<file path="src/sde_pkg.sv">
`timescale 1ns / 1ps
package sde_pkg;

	localparam int          DefaultMaxRatio = 16;
	localparam logic [31:0] OneQ31          = 32'h7FFF_FFFF;
	localparam logic [31:0] MinQ31          = 32'h8000_0000;
	localparam int          AddrW           = 5;

	// register indexes
	localparam logic [2:0] RegThreshold  = 3'd0;
	localparam logic [2:0] RegRatio      = 3'd1;
	localparam logic [2:0] RegEnvAttack  = 3'd2;
	localparam logic [2:0] RegEnvRelease = 3'd3;
	localparam logic [2:0] RegGainAttack = 3'd4;
	localparam logic [2:0] RegGainRelease= 3'd5;
	localparam logic [2:0] RegMakeup     = 3'd6;

	typedef struct packed {
		logic [30:0] threshold;
		logic [4:0]  ratio;
		logic [30:0] env_attack;
		logic [30:0] env_release;
		logic [30:0] gain_attack;
		logic [30:0] gain_release;
		logic [30:0] makeup;
	} cfg_t;

	typedef struct packed {
		logic idle;
		logic res_vld;
	} lane_stat_t;

	function automatic logic signed [31:0] sat64(input logic signed [63:0] v);
		if (v > 64'sh0000_0000_7FFF_FFFF) begin
			return OneQ31;
		end else if (v < -64'sh0000_0000_8000_0000) begin
			return MinQ31;
		end
		return v[31:0];
	endfunction

	// floor shift of a product, then saturate
	function automatic logic signed [31:0] q31(input logic signed [63:0] p);
		return sat64(p >>> 31);
	endfunction

	function automatic logic signed [31:0] q27(input logic signed [63:0] p);
		return sat64(p >>> 27);
	endfunction

	function automatic logic signed [31:0] sadd(input logic signed [31:0] a,
			input logic signed [31:0] b);
		logic signed [32:0] s;
		s = 33'(a) + 33'(b);
		if (s > 33'sh0_7FFF_FFFF) begin
			return OneQ31;
		end else if (s < -33'sh0_8000_0000) begin
			return MinQ31;
		end
		return s[31:0];
	endfunction

endpackage

</file>
<file path="src/sde_lane.sv">
`timescale 1ns / 1ps
module sde_lane #(
	parameter int MAX_RATIO = sde_pkg::DefaultMaxRatio
) (
	input  logic                 clk,
	input  logic                 arst_n,
	input  sde_pkg::cfg_t        cfg,
	input  logic                 start,
	input  logic signed [31:0]   x,
	input  logic                 take,
	output logic signed [31:0]   y,
	output sde_pkg::lane_stat_t  stat
);
	localparam int KW = $clog2(MAX_RATIO + 1);

	typedef enum logic [18:0] {
		S_IDLE = 19'h00001, S_E1  = 19'h00002, S_E2  = 19'h00004, S_E3  = 19'h00008,
		S_CMP  = 19'h00010, S_DIV = 19'h00020, S_POW = 19'h00040, S_PWA = 19'h00080,
		S_PWB  = 19'h00100, S_SM0 = 19'h00200, S_SM1 = 19'h00400, S_SM2 = 19'h00800,
		S_SM3  = 19'h01000, S_MK0 = 19'h02000, S_MK1 = 19'h04000, S_MK2 = 19'h08000,
		S_Y1   = 19'h10000, S_Y2  = 19'h20000, S_DONE = 19'h40000
	} state_t;

	state_t             state_q;
	logic signed [31:0] env_q, gain_q, x_q, mag_q, c_q, acc_q, gc_q, quo_q, rem_q, y_q;
	logic signed [31:0] ma_q, mb_q;
	logic signed [63:0] p_q;
	logic [4:0]         cnt_q;
	logic [KW-1:0]      k_q;
	logic [KW-1:0]      n;
	logic signed [31:0] mag, ecoef, gcoef, thr, pq31;
	logic [31:0]        rem2;

	assign n    = (32'(cfg.ratio) > MAX_RATIO) ? KW'(MAX_RATIO) : KW'(cfg.ratio);
	assign mag  = (x == sde_pkg::MinQ31) ? sde_pkg::OneQ31 : ((x < 0) ? -x : x);
	assign ecoef = (mag > env_q) ? {1'b0, cfg.env_attack} : {1'b0, cfg.env_release};
	assign gcoef = (gc_q <= gain_q) ? {1'b0, cfg.gain_attack} : {1'b0, cfg.gain_release};
	assign thr  = {1'b0, cfg.threshold};
	assign pq31 = sde_pkg::q31(p_q);
	assign rem2 = {rem_q[30:0], 1'b0};

	always_ff @(posedge clk) begin
		p_q <= 64'(ma_q) * 64'(mb_q);
	end

	always_ff @(posedge clk or negedge arst_n) begin
		if (!arst_n) begin
			state_q <= S_IDLE;
			env_q   <= '0;
			gain_q  <= sde_pkg::OneQ31;
		end else begin
			unique case (state_q)
				S_IDLE: if (start) begin
					x_q <= x; mag_q <= mag; c_q <= ecoef;
					ma_q <= ecoef; mb_q <= env_q;
					state_q <= S_E1;
				end
				S_E1: begin
					ma_q <= sde_pkg::OneQ31 - c_q; mb_q <= mag_q;
					state_q <= S_E2;
				end
				S_E2: begin
					acc_q <= pq31;
					state_q <= S_E3;
				end
				S_E3: begin
					env_q <= sde_pkg::sadd(acc_q, pq31);
					state_q <= S_CMP;
				end
				S_CMP: begin
					gc_q <= sde_pkg::OneQ31;
					if (env_q < thr) begin
						rem_q <= env_q; quo_q <= '0; cnt_q <= '0;
						state_q <= S_DIV;
					end else begin
						state_q <= S_SM0;
					end
				end
				// restoring divide, one quotient bit per cycle
				S_DIV: begin
					if (rem2 >= 32'(thr)) begin
						rem_q <= rem2 - 32'(thr);
						quo_q <= {quo_q[30:0], 1'b1};
					end else begin
						rem_q <= rem2;
						quo_q <= {quo_q[30:0], 1'b0};
					end
					cnt_q <= cnt_q + 5'd1;
					if (cnt_q == 5'd30) state_q <= S_POW;
				end
				S_POW: begin
					ma_q <= quo_q; mb_q <= gc_q; k_q <= '0;
					state_q <= (n == '0) ? S_SM0 : S_PWA;
				end
				S_PWA: state_q <= S_PWB;
				S_PWB: begin
					gc_q <= pq31; mb_q <= pq31;
					k_q  <= k_q + 1'b1;
					state_q <= ((KW+1)'(k_q) + 1'b1 == (KW+1)'(n)) ? S_SM0 : S_PWA;
				end
				S_SM0: begin
					c_q <= gcoef; ma_q <= gcoef; mb_q <= gain_q;
					state_q <= S_SM1;
				end
				S_SM1: begin
					ma_q <= sde_pkg::OneQ31 - c_q; mb_q <= gc_q;
					state_q <= S_SM2;
				end
				S_SM2: begin
					acc_q <= pq31;
					state_q <= S_SM3;
				end
				S_SM3: begin
					gain_q <= sde_pkg::sadd(acc_q, pq31);
					state_q <= S_MK0;
				end
				S_MK0: begin
					ma_q <= gain_q; mb_q <= {1'b0, cfg.makeup};
					state_q <= S_MK1;
				end
				S_MK1: state_q <= S_MK2;
				S_MK2: begin
					ma_q <= x_q; mb_q <= sde_pkg::q27(p_q);
					state_q <= S_Y1;
				end
				S_Y1: state_q <= S_Y2;
				S_Y2: begin
					y_q <= pq31;
					state_q <= S_DONE;
				end
				S_DONE: if (take) state_q <= S_IDLE;
				default: state_q <= S_IDLE;
			endcase
		end
	end

	assign y            = y_q;
	assign stat.idle    = (state_q == S_IDLE);
	assign stat.res_vld = (state_q == S_DONE);

endmodule
</file>
<file path="config.mk">
export PLATFORM = sky130hd
export DESIGN_NAME = sde_lane
export DESIGN_NICKNAME = d
export VERILOG_FILES = /design/src/sde_pkg.sv /design/src/sde_lane.sv
export SDC_FILE = /design/constraint.sdc
export NUM_CORES = 2
export LEC_CHECK = 0
export BUFFER_PORTS_ARGS = -buffer_cell sky130_fd_sc_hd__buf_4
export CAP_MARGIN = 20
export CORE_ASPECT_RATIO = 1.25
export CORE_MARGIN = 3
export CORE_UTILIZATION = 40
export CTS_CLUSTER_SIZE = 40
export DETAILED_ROUTE_END_ITERATION = 12
export PLACE_DENSITY = 0.55
export SETUP_SLACK_MARGIN = 0.02
export SYNTH_ARGS = -nofsm -noshare
export SYNTH_HDL_FRONTEND = slang
export SYNTH_SLANG_ARGS = --single-unit
</file>
<file path="constraint.sdc">
create_clock -name clk -period 11.35 [get_ports clk]
set_clock_uncertainty 0.15 [all_clocks]
set_input_delay 1.135 -clock clk [delete_from_list [all_inputs] [get_ports clk]]
set_output_delay 1.135 -clock clk [all_outputs]
set_load 0.02 [all_outputs]
</file>
==> results.md <==
* Outcome: complete, no violations
* Min Tclk post-route at 9.517 ns
* Final setup vio count at 0
* Vias in the first global route at 48294
* CP most frequent cell: fa_1
* Layout cell share with drive strength beyond 1 at 0.09750
* Drt wl/cell at 24.71 um
* HP Class: in2async
* Synth warn at 0
* DP Wirelength at 167200 um
* Final hold vios at 0
* Synthesized area at 0.06108 mm2
* Port-buffer cells at 260
* Die area at 0.1575 mm2
* Most common cell after layout, fill and taps aside: inv_1
* Ys flop type: edfxtp_1
* Post-cts gate resize count at 0
* Worst setup SP type: flop
* Max-slew headroom at 0.2069
* CP Data Arrival Time at 9.91 ns
* Worst setup EP type: flop
* 1st-pass router iterations at 9
* I/O pins at 261
* Post-synth EDFFs at 328
* Initial Utilization at 0.4045
* Synth top area cells: fa_1 (35%), edfxtp_1 (16%), ha_1 (7.0%), inv_1 (6.7%), and2_1 (5.7%)
* Top-area cell type share of the netlist area at 0.3550
* Slowest stage cell, crit path: edfxtp_1
* Worst-margin pin slew at 1.160 ns
* Largest net degree at the start of global routing at 69
* Hold_buf cts at 0
* Crit path max-delay family: adder cells
* Async S/R FF share, synth at 0.1853
* Core region area at 0.1510 mm2
* Post-CTS setup buffer count at 0
* Final core utilization at 0.4467
* Synthesized area per cell at 9.894 um2
* Initial antenna violation count at 9
* CTS Buffer Depth at 3
* Mapped Cells at 6173
* Clock latency on the worst-skew pair at 0.70 ns
* Post-synth cell types at 75
* FMAX at 0.1051 GHz
* CP required at 11.74 ns
* FF+latch count, synth at 448
* Die H at 442.9 um
* P&R area growth vs syn at 10.44%
* Crit path buffers/inverters at 5
* Post-Place Cells at 8283
* DR vias/cell at 5.410
* Period utilisation layout at 0.8385
* CTS HTree Levels at 2
* First-pass GRT wire length at 311300 um
* DR DRC count at 0
* Layout Nets at 7976
* Crit path kind: reg2reg
* Post-DP Area at 0.06564 mm2
* Syn_nets at 7824
* Final RePlAce weighted congestion at 0.9613
* Num rows at 159
* Vias after detailed routing at 45365
* Setup TNS at 0 ns
* Crit-path max cell delay at 0.96 ns
* Clk slew on worst S/H paths at 0.07 ns
* Unrepaired setup endpoints after global routing: no
* # clock sinks at 448
* Most frequent cells in the layout: inv_1 (1098), fa_1 (1083), nand2_1 (661)
* CTS Buf Count at 52
* Post-synthesis sequential area ratio at 0.2080
* Design Area, Final at 0.06745 mm2
* # Max-Cap Violations at 0
* Final WL at 207200 um
* Fin cells at 8386
* Yosys top cell by area: fa_1
* Die width at 355.5 um
* Crit path max fanout at 18
* CTS Root Cell: clkbuf_16
* GRT Overall Usage at 0.2653
* Initial DRC count at 3382
* Slew Limit Fails at 0
* TritonCTS clock tree: built
* Total grt overflow at 0
* Detail Route Antenna Nets at 0
## per-stage QoR
stage               hold slack, ns  worst slack, ns
global placement            0.3519            1.989
detailed placement          0.3577            1.874
global route                0.3245            1.340
floorplan                   0.3214            2.974
finish                      0.3091            1.833
CTS                         0.2911            1.830
## flip-flops by register name, indices dropped and copies added, names as in the netlist, 19 cells and up
register  cells
gain_q       32
gc_q         32
mb_q         32
rem_q        31
mag_q        32
y            32
acc_q        32
quo_q        32
env_q        32
p_q          37
ma_q         32
x_q          32
c_q          31
state_q      19
## cell type report
class                      count  area [um2]
clock buffer                  64        1408
fill                       14606       83540
antenna                        5       12.51
clock inverter                34       394.1
inverter                    1100        4129
multi-input combinational   4306       43130
tap                         2012        2517
timing repair buffer         417        3151
sequential                   448       12710
## cells by family (layout without fill, tap and decap cells)
| kind of cell | after synthesis | in the layout | share of synthesized area |
|---|---|---|---|
| mux | 160 | 160 | 0.02718 |
| compound gates | 824 | 824 | 0.08778 |
| fa+ha+maj | 1431 | 1431 | 0.4260 |
| simple gates | 1759 | 1759 | 0.1442 |
| flops | 448 | 448 | 0.2080 |
| xor+xnor | 132 | 132 | 0.01893 |
| other cells | 0 | 5 | 0 |
| buf+inv | 1419 | 1615 | 0.08792 |
## cells in the mapped netlist, drive strengths merged, types with 9 or more instances
library cell / number
nand2: 661
or3: 24
a21oi: 212
and2: 554
o31ai: 15
mux2i: 113
o21ai: 215
dfrtp: 51
a211oi: 50
nor4: 16
fa: 1083
nor3b: 21
a222oi: 64
nand3: 42
dfxtp: 37
a21o: 103
inv: 1099
or4: 20
nor3: 24
a31oi: 19
mux2: 47
xnor2: 63
nor2: 226
o41ai: 13
nor2b: 22
and3: 19
edfxtp: 328
ha: 341
clkbuf: 290
o21a: 21
nand2b: 69
o21bai: 9
dfstp: 32
xor2: 69
nand4: 38
o22ai: 15
buf: 29
a221oi: 36
## worst paths after layout
kind	startpoint	endpoint	slack (ns)	depth (start not counted)
min in group clk	env_q[1]	env_q[1]	0.38	2
hold / removal	arst_n	env_q[20]	0.31	1
max in group asynchronous	arst_n	env_q[1]	9.64	2
hold reg to reg	env_q[1]	env_q[1]	0.38	2
setup / recovery	mb_q[5]	p_q[63]	1.83	26
setup reg to reg	mb_q[5]	p_q[63]	1.83	26
## per-layer routing
layer,wire (um),track usage,vias to the layer above,part of all wire
li1,-,-,20017,-
met1,78650,0.3191,23443,0.38
met2,103900,0.4634,1506,0.50
met3,11480,0.03508,395,0.055
met4,13120,0.1347,4,0.063
met5,27,0,-,0.00013
## worst reg2reg max path, delay by kind of cell, from the launching register on
family | cells | cell delay (ns)
compound gates | 10 | 2.24
xor+xnor | 1 | 0.13
fa+ha+maj | 9 | 4.82
buf+inv | 5 | 0.83
flops | 1 | 0.96
simple gates | 1 | 0.28
Power is left out: the tool's default activity adds up to more than one toggle a clock period on the data nets, which glitch-free logic cannot reach.
